$ cat src/hdl/pli_pkg.sv
`timescale 1ns / 1ps

package pli_pkg;

	// field widths
	localparam int LVL_W  = 32;
	localparam int FAC_W  = 16;
	localparam int IDX_W  = 4;
	localparam int CNT_W  = 5;
	localparam int STAT_W = 2;
	localparam int PROD_W = LVL_W + FAC_W;

	// default table capacity and queue depths
	localparam int MAX_POINTS_DEF = 16;
	localparam int CMD_DEPTH      = 2;
	localparam int RES_DEPTH      = 2;

	// request operation codes
	localparam logic OP_QUERY = 1'b0;
	localparam logic OP_WRITE = 1'b1;

	// result status codes
	localparam logic [STAT_W-1:0] STAT_OK    = 2'd0;
	localparam logic [STAT_W-1:0] STAT_EMPTY = 2'd1;
	localparam logic [STAT_W-1:0] STAT_NOSEG = 2'd2;

	// request as seen on the input port
	typedef struct packed {
		logic                    operation;
		logic [IDX_W-1:0]        point_index;
		logic signed [LVL_W-1:0] point_level;
		logic [FAC_W-1:0]        point_factor;
		logic signed [LVL_W-1:0] query_level;
	} req_t;

	// result as seen on the output port
	typedef struct packed {
		logic [FAC_W-1:0]  factor;
		logic [STAT_W-1:0] status;
	} res_t;

	// command class decided by the front end
	typedef enum logic [1:0] {
		CMD_WRITE = 2'd0,
		CMD_QUERY = 2'd1,
		CMD_ZERO  = 2'd2,
		CMD_EMPTY = 2'd3
	} cmd_kind_t;

	// command passed from front end to back end
	typedef struct packed {
		cmd_kind_t               kind;
		logic [IDX_W-1:0]        index;
		logic signed [LVL_W-1:0] level;
		logic [FAC_W-1:0]        factor;
	} cmd_t;

endpackage

$ cat src/hdl/piecewise_linear_interpolator.sv
`timescale 1ns / 1ps

//  channel   direction  handshake          payload
//  request   in         push / full        pli_pkg::req_t (operation, point, query level)
//  result    out        pop / empty        pli_pkg::res_t (factor, status)
//  config    in         cfg_wen            cfg_wdata = point_count
//
//  A breakpoint write is stored as soon as the back end takes it. A query runs a
//  sweep of the breakpoint memory, one entry per cycle through its single read
//  port, then, for a level inside a segment, a bit-serial divider.
//  Queries at or below zero or on an empty table skip the sweep and the divider.
//  Reset clears the queues, the sequencer and point_count; the table is not cleared.
//  Two-entry queues sit at the input and output, so either side may stall freely.

module piecewise_linear_interpolator #(
	parameter int MAX_POINTS = pli_pkg::MAX_POINTS_DEF
) (
	input  logic                        clk,
	input  logic                        arst_n,
	input  logic                        push,
	output logic                        full,
	input  pli_pkg::req_t               request,
	output logic                        empty,
	input  logic                        pop,
	output pli_pkg::res_t               result,
	input  logic                        cfg_wen,
	input  logic [pli_pkg::CNT_W-1:0]   cfg_wdata
);

	localparam int CW = $clog2(MAX_POINTS + 1);

	logic [pli_pkg::CNT_W-1:0] point_count_q;
	logic [31:0]               n_wide;
	logic [CW-1:0]             n_used;
	pli_pkg::cmd_t             cmd;
	logic                      cmd_empty;
	logic                      cmd_pop;
	logic                      res_full;
	logic                      res_push;
	pli_pkg::res_t             res;

	// point count register
	always_ff @(posedge clk or negedge arst_n) begin
		if (!arst_n) begin
			point_count_q <= '0;
		end else if (cfg_wen) begin
			point_count_q <= cfg_wdata;
		end
	end

	// entries in use, clamped to capacity
	assign n_wide = (32'(point_count_q) > 32'(MAX_POINTS)) ?
		32'(MAX_POINTS) : 32'(point_count_q);
	assign n_used = n_wide[CW-1:0];

	pli_front #(
		.MAX_POINTS(MAX_POINTS)
	) u_front (
		.clk      (clk),
		.arst_n   (arst_n),
		.push     (push),
		.full     (full),
		.request  (request),
		.n_used   (n_used),
		.cmd_pop  (cmd_pop),
		.cmd_empty(cmd_empty),
		.cmd      (cmd)
	);

	pli_back #(
		.MAX_POINTS(MAX_POINTS)
	) u_back (
		.clk      (clk),
		.arst_n   (arst_n),
		.cmd      (cmd),
		.cmd_empty(cmd_empty),
		.cmd_pop  (cmd_pop),
		.n_used   (n_used),
		.res_full (res_full),
		.res_push (res_push),
		.res      (res)
	);

	// result queue
	pli_fifo #(
		.T     (pli_pkg::res_t),
		.DEPTH (pli_pkg::RES_DEPTH)
	) u_res_fifo (
		.clk   (clk),
		.arst_n(arst_n),
		.push  (res_push),
		.wdata (res),
		.full  (res_full),
		.pop   (pop),
		.rdata (result),
		.empty (empty)
	);

endmodule

$ cat src/hdl/pli_fifo.sv
`timescale 1ns / 1ps

module pli_fifo #(
	parameter type T     = logic,
	parameter int  DEPTH = 2
) (
	input  logic clk,
	input  logic arst_n,
	input  logic push,
	input  T     wdata,
	output logic full,
	input  logic pop,
	output T     rdata,
	output logic empty
);

	localparam int PW = (DEPTH > 1) ? $clog2(DEPTH) : 1;
	localparam int NW = $clog2(DEPTH + 1);

	T                mem_q [DEPTH];
	logic [PW-1:0]   wr_ptr_q;
	logic [PW-1:0]   rd_ptr_q;
	logic [NW-1:0]   count_q;
	logic            do_push;
	logic            do_pop;

	assign full    = (count_q == NW'(DEPTH));
	assign empty   = (count_q == '0);
	assign do_push = push && !full;
	assign do_pop  = pop && !empty;
	assign rdata   = mem_q[rd_ptr_q];

	// pointers and fill level
	always_ff @(posedge clk or negedge arst_n) begin
		if (!arst_n) begin
			wr_ptr_q <= '0;
			rd_ptr_q <= '0;
			count_q  <= '0;
		end else begin
			if (do_push) begin
				wr_ptr_q <= (wr_ptr_q == PW'(DEPTH - 1)) ? '0 : wr_ptr_q + 1'b1;
			end
			if (do_pop) begin
				rd_ptr_q <= (rd_ptr_q == PW'(DEPTH - 1)) ? '0 : rd_ptr_q + 1'b1;
			end
			if (do_push && !do_pop) begin
				count_q <= count_q + 1'b1;
			end else if (do_pop && !do_push) begin
				count_q <= count_q - 1'b1;
			end
		end
	end

	// storage
	always_ff @(posedge clk) begin
		if (do_push) begin
			mem_q[wr_ptr_q] <= wdata;
		end
	end

endmodule

$ cat src/hdl/pli_front.sv
`timescale 1ns / 1ps

module pli_front #(
	parameter int MAX_POINTS = pli_pkg::MAX_POINTS_DEF
) (
	input  logic                               clk,
	input  logic                               arst_n,
	input  logic                               push,
	output logic                               full,
	input  pli_pkg::req_t                      request,
	input  logic [$clog2(MAX_POINTS+1)-1:0]    n_used,
	input  logic                               cmd_pop,
	output logic                               cmd_empty,
	output pli_pkg::cmd_t                      cmd
);

	pli_pkg::cmd_t cls;
	logic          drop;
	logic          cmd_full;

	// classify the incoming request
	always_comb begin
		cls.index  = request.point_index;
		cls.factor = request.point_factor;
		drop       = 1'b0;
		if (request.operation == pli_pkg::OP_WRITE) begin
			cls.kind  = pli_pkg::CMD_WRITE;
			cls.level = request.point_level;
			drop      = (32'(request.point_index) >= 32'(MAX_POINTS));
		end else begin
			cls.level = request.query_level;
			if ($signed(request.query_level) <= 0) begin
				cls.kind = pli_pkg::CMD_ZERO;
			end else if (n_used == '0) begin
				cls.kind = pli_pkg::CMD_EMPTY;
			end else begin
				cls.kind = pli_pkg::CMD_QUERY;
			end
		end
	end

	assign full = cmd_full;

	// command queue toward the back end
	pli_fifo #(
		.T     (pli_pkg::cmd_t),
		.DEPTH (pli_pkg::CMD_DEPTH)
	) u_cmd_fifo (
		.clk   (clk),
		.arst_n(arst_n),
		.push  (push && !drop),
		.wdata (cls),
		.full  (cmd_full),
		.pop   (cmd_pop),
		.rdata (cmd),
		.empty (cmd_empty)
	);

endmodule

$ cat src/hdl/pli_div.sv
`timescale 1ns / 1ps

module pli_div (
	input  logic                        clk,
	input  logic                        arst_n,
	input  logic                        start,
	input  logic [pli_pkg::PROD_W-1:0]  dividend,
	input  logic [pli_pkg::LVL_W-1:0]   divisor,
	output logic                        done,
	output logic [pli_pkg::FAC_W-1:0]   quotient
);

	localparam int QW = pli_pkg::FAC_W;
	localparam int RW = pli_pkg::LVL_W;
	localparam int CW = $clog2(QW + 1);

	logic [RW-1:0] rem_q;
	logic [QW-1:0] quo_q;
	logic [RW-1:0] dvs_q;
	logic [CW-1:0] cnt_q;
	logic          done_q;
	logic [RW:0]   trial;
	logic [RW:0]   trial_sub;
	logic          take;

	// one restoring step per cycle, quotient known to fit in QW bits
	assign trial     = {rem_q, quo_q[QW-1]};
	assign trial_sub = trial - {1'b0, dvs_q};
	assign take      = (trial >= {1'b0, dvs_q});

	assign done     = done_q;
	assign quotient = quo_q;

	// step counter
	always_ff @(posedge clk or negedge arst_n) begin
		if (!arst_n) begin
			cnt_q  <= '0;
			done_q <= 1'b0;
		end else if (start) begin
			cnt_q  <= CW'(QW);
			done_q <= 1'b0;
		end else if (cnt_q != '0) begin
			cnt_q  <= cnt_q - 1'b1;
			done_q <= (cnt_q == CW'(1));
		end else begin
			done_q <= 1'b0;
		end
	end

	// partial remainder and quotient bits
	always_ff @(posedge clk) begin
		if (start) begin
			rem_q <= dividend[pli_pkg::PROD_W-1:QW];
			quo_q <= dividend[QW-1:0];
			dvs_q <= divisor;
		end else if (cnt_q != '0) begin
			rem_q <= take ? trial_sub[RW-1:0] : trial[RW-1:0];
			quo_q <= {quo_q[QW-2:0], take};
		end
	end

endmodule

$ cat src/hdl/pli_back.sv
`timescale 1ns / 1ps

module pli_back #(
	parameter int MAX_POINTS = pli_pkg::MAX_POINTS_DEF
) (
	input  logic                               clk,
	input  logic                               arst_n,
	input  pli_pkg::cmd_t                      cmd,
	input  logic                               cmd_empty,
	output logic                               cmd_pop,
	input  logic [$clog2(MAX_POINTS+1)-1:0]    n_used,
	input  logic                               res_full,
	output logic                               res_push,
	output pli_pkg::res_t                      res
);

	localparam int AW = (MAX_POINTS > 1) ? $clog2(MAX_POINTS) : 1;
	localparam int CW = $clog2(MAX_POINTS + 1);
	localparam int LW = pli_pkg::LVL_W;
	localparam int FW = pli_pkg::FAC_W;

	typedef enum logic [5:0] {
		ST_IDLE  = 6'b000001,
		ST_FIRST = 6'b000010,
		ST_SCAN  = 6'b000100,
		ST_MUL   = 6'b001000,
		ST_DIV   = 6'b010000,
		ST_EMIT  = 6'b100000
	} state_t;

	state_t               state_q;
	logic [LW-1:0]        lvl_mem_q [MAX_POINTS];
	logic [FW-1:0]        fac_mem_q [MAX_POINTS];
	logic [LW-1:0]        rd_lvl_q;
	logic [FW-1:0]        rd_fac_q;
	logic [AW-1:0]        rd_addr;
	logic [AW-1:0]        last_idx;
	logic                 take_cmd;
	logic                 mem_we;

	logic [LW-1:0]        level_q;
	logic [LW-1:0]        last_lvl_q;
	logic [FW-1:0]        last_fac_q;
	logic [LW-1:0]        prev_lvl_q;
	logic [FW-1:0]        prev_fac_q;
	logic [CW-1:0]        ptr_q;
	logic [AW-1:0]        chk_q;
	logic [LW-1:0]        step_q;
	logic [LW-1:0]        span_q;
	logic [FW-1:0]        mag_q;
	logic [FW-1:0]        fhi_q;
	logic                 neg_q;
	pli_pkg::res_t        res_q;

	logic                 first_chk;
	logic                 le_cur;
	logic                 ge_last;
	logic                 gt_prev;
	logic                 at_end;
	logic                 hit_first;
	logic                 hit_last;
	logic                 hit_seg;
	logic                 miss;
	logic [LW:0]          step_w;
	logic [LW:0]          span_w;
	logic                 neg_w;
	logic [FW-1:0]        mag_w;
	logic [pli_pkg::PROD_W-1:0] prod_w;
	logic                 div_done;
	logic [FW-1:0]        div_quo;

	assign take_cmd = (state_q == ST_IDLE) && !cmd_empty;
	assign cmd_pop  = take_cmd;
	assign mem_we   = take_cmd && (cmd.kind == pli_pkg::CMD_WRITE);
	assign last_idx = AW'(n_used - CW'(1));

	// read address: last entry first, then a forward sweep from entry 0
	always_comb begin
		case (state_q)
			ST_IDLE:  rd_addr = last_idx;
			ST_FIRST: rd_addr = '0;
			ST_SCAN:  rd_addr = AW'(ptr_q);
			default:  rd_addr = '0;
		endcase
	end

	// breakpoint memory, one write and one registered read per cycle
	always_ff @(posedge clk) begin
		if (mem_we) begin
			lvl_mem_q[AW'(cmd.index)] <= cmd.level;
			fac_mem_q[AW'(cmd.index)] <= cmd.factor;
		end
		rd_lvl_q <= lvl_mem_q[rd_addr];
		rd_fac_q <= fac_mem_q[rd_addr];
	end

	// segment search on the entry just read
	assign first_chk = (chk_q == '0);
	assign at_end    = (chk_q == last_idx);
	assign le_cur    = ($signed(level_q) <= $signed(rd_lvl_q));
	assign ge_last   = ($signed(level_q) >= $signed(last_lvl_q));
	assign gt_prev   = ($signed(level_q) > $signed(prev_lvl_q));
	assign hit_first = first_chk && le_cur;
	assign hit_last  = first_chk && !le_cur && ge_last;
	assign hit_seg   = !first_chk && gt_prev && le_cur;
	assign miss      = !first_chk && !hit_seg && at_end;

	// segment step, distance to the upper end and factor difference
	assign step_w = {rd_lvl_q[LW-1], rd_lvl_q} - {prev_lvl_q[LW-1], prev_lvl_q};
	assign span_w = {rd_lvl_q[LW-1], rd_lvl_q} - {level_q[LW-1], level_q};
	assign neg_w  = (prev_fac_q < rd_fac_q);
	assign mag_w  = neg_w ? (rd_fac_q - prev_fac_q) : (prev_fac_q - rd_fac_q);

	// scaled difference, registered at the divider input
	assign prod_w = pli_pkg::PROD_W'(mag_q) * pli_pkg::PROD_W'(span_q);

	pli_div u_div (
		.clk     (clk),
		.arst_n  (arst_n),
		.start   (state_q == ST_MUL),
		.dividend(prod_w),
		.divisor (step_q),
		.done    (div_done),
		.quotient(div_quo)
	);

	// sequencer
	always_ff @(posedge clk or negedge arst_n) begin
		if (!arst_n) begin
			state_q <= ST_IDLE;
			ptr_q   <= '0;
			chk_q   <= '0;
		end else begin
			case (state_q)
				ST_IDLE: begin
					if (take_cmd) begin
						case (cmd.kind)
							pli_pkg::CMD_WRITE: state_q <= ST_IDLE;
							pli_pkg::CMD_QUERY: state_q <= ST_FIRST;
							default:            state_q <= ST_EMIT;
						endcase
					end
				end
				ST_FIRST: begin
					ptr_q   <= CW'(1);
					chk_q   <= '0;
					state_q <= ST_SCAN;
				end
				ST_SCAN: begin
					ptr_q <= ptr_q + 1'b1;
					chk_q <= chk_q + 1'b1;
					if (hit_first || hit_last || miss) begin
						state_q <= ST_EMIT;
					end else if (hit_seg) begin
						state_q <= ST_MUL;
					end
				end
				ST_MUL: begin
					state_q <= ST_DIV;
				end
				ST_DIV: begin
					if (div_done) begin
						state_q <= ST_EMIT;
					end
				end
				ST_EMIT: begin
					if (!res_full) begin
						state_q <= ST_IDLE;
					end
				end
				default: begin
					state_q <= ST_IDLE;
				end
			endcase
		end
	end

	// working registers and the pending result
	always_ff @(posedge clk) begin
		case (state_q)
			ST_IDLE: begin
				if (take_cmd) begin
					level_q      <= cmd.level;
					res_q.factor <= '0;
					res_q.status <= (cmd.kind == pli_pkg::CMD_EMPTY) ?
						pli_pkg::STAT_EMPTY : pli_pkg::STAT_OK;
				end
			end
			ST_FIRST: begin
				last_lvl_q <= rd_lvl_q;
				last_fac_q <= rd_fac_q;
			end
			ST_SCAN: begin
				prev_lvl_q <= rd_lvl_q;
				prev_fac_q <= rd_fac_q;
				if (hit_first) begin
					res_q.factor <= rd_fac_q;
					res_q.status <= pli_pkg::STAT_OK;
				end else if (hit_last) begin
					res_q.factor <= last_fac_q;
					res_q.status <= pli_pkg::STAT_OK;
				end else if (hit_seg) begin
					step_q <= step_w[LW-1:0];
					span_q <= span_w[LW-1:0];
					mag_q  <= mag_w;
					neg_q  <= neg_w;
					fhi_q  <= rd_fac_q;
				end else if (miss) begin
					res_q.factor <= '0;
					res_q.status <= pli_pkg::STAT_NOSEG;
				end
			end
			ST_DIV: begin
				if (div_done) begin
					res_q.factor <= neg_q ? (fhi_q - div_quo) : (fhi_q + div_quo);
					res_q.status <= pli_pkg::STAT_OK;
				end
			end
			default: begin
			end
		endcase
	end

	assign res_push = (state_q == ST_EMIT) && !res_full;
	assign res      = res_q;

endmodule

$ cat config.mk
export PLATFORM = sky130hd
export DESIGN_NAME = piecewise_linear_interpolator
export DESIGN_NICKNAME = d
export VERILOG_FILES = /design/src/hdl/pli_pkg.sv /design/src/hdl/piecewise_linear_interpolator.sv /design/src/hdl/pli_fifo.sv /design/src/hdl/pli_front.sv /design/src/hdl/pli_div.sv /design/src/hdl/pli_back.sv
export SDC_FILE = /design/constraint.sdc
export NUM_CORES = 2
export LEC_CHECK = 0
export BUFFER_PORTS_ARGS = -buffer_cell sky130_fd_sc_hd__buf_4
export CELL_PAD_IN_SITES_DETAIL_PLACEMENT = 1
export CELL_PAD_IN_SITES_GLOBAL_PLACEMENT = 1
export CORE_MARGIN = 8
export CORE_UTILIZATION = 55
export CTS_CLUSTER_SIZE = 12
export DETAILED_ROUTE_END_ITERATION = 8
export HOLD_SLACK_MARGIN = 0.03
export PLACE_DENSITY = 0.88
export SETUP_SLACK_MARGIN = 0.15
export SLEW_MARGIN = 20
export SYNTH_ARGS = -nofsm -noshare
export SYNTH_HDL_FRONTEND = slang
export SYNTH_SLANG_ARGS = --single-unit
$ cat constraint.sdc
create_clock -name clk -period 26.1 [get_ports clk]
set_input_delay 2.61 -clock clk [delete_from_list [all_inputs] [get_ports clk]]
set_output_delay 2.61 -clock clk [all_outputs]
set_load 0.02 [all_outputs]
-- Word-level counts from Yosys, hierarchy flattened
Memories as Yosys holds them, arrays and structs flattened. A register that Yosys moved wholly into a read port is not among the register bits.
Cells that the tools add are included.
- mux-type cells: 48
- $mul: 1
- $lt $le $gt $ge: 7
- bitwise gates (word level): 2
- eq/ne operators: 18
- $add $sub $neg: 19
- reduce and logical (&&, ||, !) cells: 46
- operator list (kind ; count):
    $mux W32 ; 4
    $mux W18 ; 6
    $sub A32 B32 Y32 ; 3
    $mux W16 ; 4
    $pmux W18 S3 ; 1
    $mul A16 B32 Y48 ; 1
    $sub A16 B16 Y16 ; 3
    $pmux W6 S6 ; 1
    $ge A33 B32 Y1 ; 1
    $ge A32 B32 Y1 ; 1
    $gt A32 B32 Y1 ; 1
    $le A32 B1 Y1 const B ; 1
    $le A32 B32 Y1 ; 1
    $mux W6 ; 5
    $logic_and A1 B1 Y1 ; 18
    $add A16 B16 Y16 ; 1
    $lt A16 B16 Y1 ; 1
    $pmux W4 S2 ; 2
    $mux W5 ; 3
    $mux W2 ; 7
    $mux W1 ; 13
    $pmux W6 S2 ; 1
    $logic_not A1 Y1 ; 11
    $pmux W5 S2 ; 1
    34 further kinds ; 50
- input bits: 95
- flip-flop bits (word level): 357
- bits in writable memories: 912
- output and inout port bits: 20
- memories kept: 4
- word-level logic and storage cells: 172
- memory list (memory ; depth ; bits a word ; read ports ; clocked after memory_dff ; write ports ; RTL line ; text):
    u_back.lvl_mem_q ; 16 ; 32 ; 1 ; 1 ; 1 ; pli_back.sv:32 ; logic [LW-1:0] lvl_mem_q [MAX_POINTS];
    u_back.fac_mem_q ; 16 ; 16 ; 1 ; 1 ; 1 ; pli_back.sv:33 ; logic [FW-1:0] fac_mem_q [MAX_POINTS];
    u_front.u_cmd_fifo.mem_q ; 2 ; 54 ; 1 ; 0 ; 1 ; pli_fifo.sv:20 ; T mem_q [DEPTH];
    u_res_fifo.mem_q ; 2 ; 18 ; 1 ; 0 ; 1 ; pli_fifo.sv:20 ;

-- Logic depth before layout (Yosys ltp)
- depth in word-level cells: 12
- mapped depth: 25
- depth with buffers taken out: 24

-- Cells and area by module
A second synthesis with hierarchy kept.
- cell total of the unflattened synthesis: 6475
- area total of the unflattened synthesis: 75132.1 sq um
- by module, submodules not included (module ; instances ; sequential area each (sq um) ; cells each ; area each (sq um)):
    pli_back ; 1 ; 31671.6 ; 5588 ; 62967.9
    pli_div ; 1 ; 2552.4 ; 558 ; 5589.1
    pli_fifo (u_front.u_cmd_fifo) ; 1 ; 3343.2 ; 187 ; 4342.9
    pli_fifo (u_res_fifo) ; 1 ; 1181.1 ; 75 ; 1545.2
    pli_front ; 1 ; 0.0 ; 52 ; 476.7
    piecewise_linear_interpolator ; 1 ; 125.1 ; 15 ; 210.2

-- Least setup slack after synthesis
Ideal clock, no wire load.
- path kind: register -> register
- start: register u_back.level_q[19]
- end: register u_back.fhi_q[0], enable pin
- library setup time: 792 ps
- data required time: 25308 ps
- stages on the path, launching flop included: 13
- slack: 13682 ps
- buffers on the path: 2
- data arrival time: 11626 ps
- clock period less this slack: 12418 ps
- cell sequence: edfxtp_1 > inv_1 > ha_1 > a21o_1 > a21o_1 > a21o_1 > o2111a_1 > nor4_1 > a21boi_1 > o21ba_1 > buf_2 > buf_2 > nor4_1
- word-level cells in the longest chain between the ends: 6
- elaborated cells on any way between the ends: 12
- classes of those cells: 3 x order compare; 2 x bitwise; 7 x reduce/logical
- ends and longest elaborated chain (element ; RTL line ; text):
    from (decl) ; pli_back.sv:41 ; logic [LW-1:0] level_q;
    from (signal assigned) ; pli_back.sv:183 ; level_q <= cmd.level;
    $le A32 B32 Y1 ; pli_back.sv:100 ; assign le_cur = ($signed(level_q) <= $signed(rd_lvl_q));
    $logic_not A1 Y1 ; pli_back.sv:104 ; assign hit_last = first_chk && !le_cur && ge_last;
    $logic_and A1 B1 Y1 (2 in a row) ; pli_back.sv:104 ;
    $not A1 Y1 (no line) ; -- ;
    $reduce_and A4 Y1 (no line) * ; -- ;
    to (signal assigned) ; pli_back.sv:207 ; fhi_q <= rd_fac_q;
    to (decl) ; pli_back.sv:51 ; logic [FW-1:0] fhi_q;
Every way passes the cells marked *; elsewhere a longest branch is shown, timed or not.
A chain may end at the register's enable or synchronous reset.

-- Worst setup path after layout
- start: register u_back.span_q[10]
- end: register u_back.u_div.rem_q[28], data pin
- word-level cells in the longest chain between the ends: 2
- ends and longest elaborated chain (element ; RTL line ; text):
    from (decl) ; pli_back.sv:49 ; logic [LW-1:0] span_q;
    from (signal assigned) ; pli_back.sv:204 ; span_q <= span_w[LW-1:0];
    $mul A16 B32 Y48 ; pli_back.sv:115 ; assign prod_w = pli_pkg::PROD_W'(mag_q) * pli_pkg::PROD_W'(span_q);
    $mux W32 ; pli_div.sv:52 ; if (start) begin
    to (signal assigned) ; pli_div.sv:53 ; rem_q <= dividend[pli_pkg::PROD_W-1:QW];
    to (signal assigned) ; pli_div.sv:57 ; rem_q <= take ? trial_sub[RW-1:0] : trial[RW-1:0];
    to (decl) ; pli_div.sv:17 ; logic [RW-1:0] rem_q;
Every way passes these cells.

==> run_results.csv <==
group,metric,value,unit
status,run_status,"complete, no violations",
timing,finalClockSkew,0.0479,ns
drt,wirelength,231,mm
clocking,htreeDepth,4,
timing,finalHoldViolCount,0,
grt,grt_max_degree,161,
critical_path,end_kind,"flop",
critical_path,required,26.58,ns
power_and_ir_drop,total_power,8.50,mW
place,hpwl,148,mm
grt,antenna_found_initial,11,
logic_synthesis,synthSimpleGateAreaFrac,0.109,
critical_path,slowest_delay,0.76,ns
logic_synthesis,synth_top_family_by_area,"adder cells",
timing,worst_pin_slew,1.15,ns
critical_path,critPathMaxFanout,16,
logic_synthesis,ys_seq_elements,1316,
floorplan,io_pins,115,
timing,setup-violations-final,0,
drt,vias,52700,
clocking,cts_sinks,1316,
final_layout,multi_input_area,0.0324,mm2
logic_synthesis,syn_avg_cell_area,11.9,um2
drt,postRouteAntennaNets,0,
floorplan,rows,135,
critical_path,cpMostUsedCell,"fa_1",
timing,rsz0062_at_grt,"false",
hold_path,min_from,"u_back.step_q[15]$_DFFE_PP_",
logic_synthesis,syn-num-nets,7154,
power_and_ir_drop,leakagePower,31.9,nW
logic_synthesis,synth-edff-count,1235,
final_layout,layout_commonest_cell,"edfxtp_1",
critical_path,timing.rr.start,"u_back.span_q[10]$_DFFE_PP_",
place,gp_congestion,0.900,
floorplan,core_area,0.135,mm2
logic_synthesis,synthArstFlopShare,0.0251,
clocking,cts-buffers-inserted,137,
grt,grt_usage,0.311,
clocking,clk_pin_slew_worst_paths,0.06,ns
logic_synthesis,synth_mux_area_frac,0.0190,
final_layout,syn2layout_area_growth,9.12,%
timing,slew_viol_final,0,
critical_path,cp_slowest_cell,"edfxtp_1",
timing,final.setup.tns,0,ns
critical_path,startpoint,"u_back.span_q[10]$_DFFE_PP_",
floorplan,start_util,0.553,
critical_path,worstSetupStartpointType,"flop",
logic_synthesis,synth.distinct_cells,92,
final_layout,final_nets,7167,
critical_path,cp.arrival,7.95,ns
critical_path,crit_buf_inv,3,
logic_synthesis,ys.flop_type,"edfxtp_1",
critical_path,worstSetupPathDepth,21,
drt,drc,0,
critical_path,path_delay_family,"adder cells",
critical_path,reg2reg_depth,21,
place,port_buffers,114,
clocking,clkLatencyLatePin,0.79,ns
final_layout,instances_no_fill,8203,
grt,grt_pass1_vias,58300,
clocking,cts_tree,"yes",
clocking,post_cts_resized,0,
hold_path,hold_depth,0,
clocking,ctsHoldBuffers,0,
power_and_ir_drop,power_density,104,mW/mm2
critical_path,criticalPathCategory,"reg -> reg",
timing,max_freq,134,MHz
timing,period_needed,7.47,ns
floorplan,die_x,385,um
place,dp_cells,7953,
final_layout,nFillCells,13500,
logic_synthesis,yosys.area_share.adder,0.170,
final_layout,final-seq-area,0.0389,mm2
clocking,root_buffer,"clkbuf_16",
logic_synthesis,synth_xor_xnor_area_share,0.0206,
logic_synthesis,synth_compound_area_frac,0.112,
final_layout,drive_gt1_frac,0.0804,
timing,relSlewSlack,0.231,
logic_synthesis,ys_seq_area_frac,0.520,
clocking,clockBufferDepth,3,
drt,dr.pass1.iters,6,
grt,grt-ovfl-total,0,
floorplan,die_area,0.148,mm2
logic_synthesis,syn_inst,6299,
floorplan,die_h,385,um
power_and_ir_drop,ir_drop,0.0884,mV
timing,post-route-period-util,0.286,
drt,drt_iter0_drc,5227,
logic_synthesis,synth_area,0.0748,mm2
hold_path,hold_class,"reg -> reg",
grt,grt_pass1_wl,353,mm
critical_path,crit_chain,"nand2_1 > fa_1 > fa_1 > fa_1 > fa_1 > inv_1 > fa_1 > inv_1 > fa_1 > inv_1 > ha_1 > a21o_1 > a21o_1 > a221oi_1 > a21oi_1 > nor3_1 > o21a_1 > o41a_1 > nor4_1 > a311oi_1 > nand3_1",
clocking,postCtsSetupRepairBufs,0,
drt,wire_per_inst,28.2,um
job,maxCapViolCount,0,
drt,viasPerCell,6.43,
final_layout,layout.cells.most_common_list,"edfxtp_1, nand2_1, inv_1",
logic_synthesis,ys_warn_count,0,
## synthesized netlist by cell type (all sizes together), types with 12 or more instances
| cell | number | area share |
|---|---|---|
| nor4 | 22 | 0.0019 |
| a31oi | 124 | 0.010 |
| a22oi | 18 | 0.0018 |
| nand3 | 41 | 0.0027 |
| o21bai | 26 | 0.0026 |
| dfrtp | 32 | 0.011 |
| dfxtp | 48 | 0.013 |
| a311oi | 102 | 0.012 |
| inv | 680 | 0.034 |
| a21boi | 12 | 0.0012 |
| xnor2 | 110 | 0.013 |
| nor3 | 46 | 0.0033 |
| nand2b | 30 | 0.0025 |
| clkbuf | 253 | 0.013 |
| and2 | 409 | 0.034 |
| mux2 | 104 | 0.016 |
| nand4 | 38 | 0.0032 |
| xor2 | 66 | 0.0077 |
| nor2b | 26 | 0.0023 |
| edfxtp | 1235 | 0.50 |
| o211ai | 12 | 0.0012 |
| ha | 336 | 0.056 |
| buf | 58 | 0.0038 |
| fa | 424 | 0.11 |
| o21ai | 135 | 0.0091 |
| a21o | 134 | 0.013 |
| nand2 | 819 | 0.041 |
| nor2 | 167 | 0.0084 |
| a21oi | 277 | 0.019 |
| o21a | 22 | 0.0022 |
| a211oi | 281 | 0.028 |
| and3 | 31 | 0.0026 |
| mux2i | 25 | 0.0033 |
## routing by layer
metal / routed length (um) / GRT usage / vias to the layer above
met5: 28 / 0 / -
met4: 13200 / 0.158 / 4
met3: 18100 / 0.0545 / 902
met2: 115000 / 0.534 / 2840
met1: 84800 / 0.377 / 26800
li1: - / - / 22200
## state kept, by name (all words and copies together), names as in the netlist, 5 cells and up
signal	cells
u_back.fhi_q	16
point_count_q	5
u_back.last_fac_q	16
u_back.lvl_mem_q	512
u_back.span_q	32
u_back.step_q	32
u_front.u_cmd_fifo.mem_q	108
u_back.rd_fac_q	16
u_back.prev_fac_q	16
u_back.u_div.dvs_q	32
u_back.state_q	6
u_back.last_lvl_q	32
u_res_fifo.mem_q	36
u_back.res	18
u_back.fac_mem_q	256
u_back.level_q	32
u_back.rd_lvl_q	32
u_back.u_div.cnt_q	5
u_back.u_div.quotient	16
u_back.u_div.rem_q	32
u_back.mag_q	16
u_back.prev_lvl_q	32
## through the flow
| step | area (um2) | hold WS [ns] | utilization | worst slack, ns |
|---|---|---|---|---|
| finish | 81600 | 0.410 | 0.603 | 18.63 |
| global route | 81600 | 0.409 | 0.603 | 18.38 |
| CTS | 81600 | 0.407 | 0.603 | 18.71 |
| detailed placement | 77400 | 0.407 | 0.572 | 18.75 |
| global placement | 77400 | 0.402 | 0.572 | 18.87 |
| floorplan | 74800 | 0.400 | - | 13.68 |
## final timing paths
path,slack (ns),to
worst min register to register,0.41,u_back.u_div.dvs_q[15]$_DFFE_PP_
worst max register to register,18.63,u_back.u_div.rem_q[28]$_DFFE_PP_
max in group asynchronous,23.93,u_front.u_cmd_fifo.rd_ptr_q$_DFFE_PN0P_
min in group asynchronous,1.80,u_res_fifo.count_q[0]$_DFFE_PN0P_
worst max-delay path,18.63,u_back.u_div.rem_q[28]$_DFFE_PP_
worst min-delay path,0.41,u_back.u_div.dvs_q[15]$_DFFE_PP_
## final cells by class
class / instances / area share
clock buffer: 217 / 0.0477
multi-input combinational: 3992 / 0.396
timing repair buffer: 185 / 0.0173
sequential: 1316 / 0.476
antenna: 3 / 0.0000919
inverter: 680 / 0.0313
clock inverter: 29 / 0.00371
tap: 1781 / 0.0273
## cell families after synthesis
kind of cell | after synthesis
and+or+nand+nor | 1690
buffers and inverters | 991
AOI/OAI and AO/OA | 1237
xor gates and xnor gates | 176
DFF | 1316
adders and majority gates | 760
muxes | 129
## power by group
part           total (mW)  switching (mW)  internal [mW]
Clock                1.89           0.849           1.04
Sequential           3.14           0.275           2.86
Combinational        3.47            2.35           1.12
Total                8.50            3.47           5.02
Note: power is estimated with default switching activity, not from simulation.
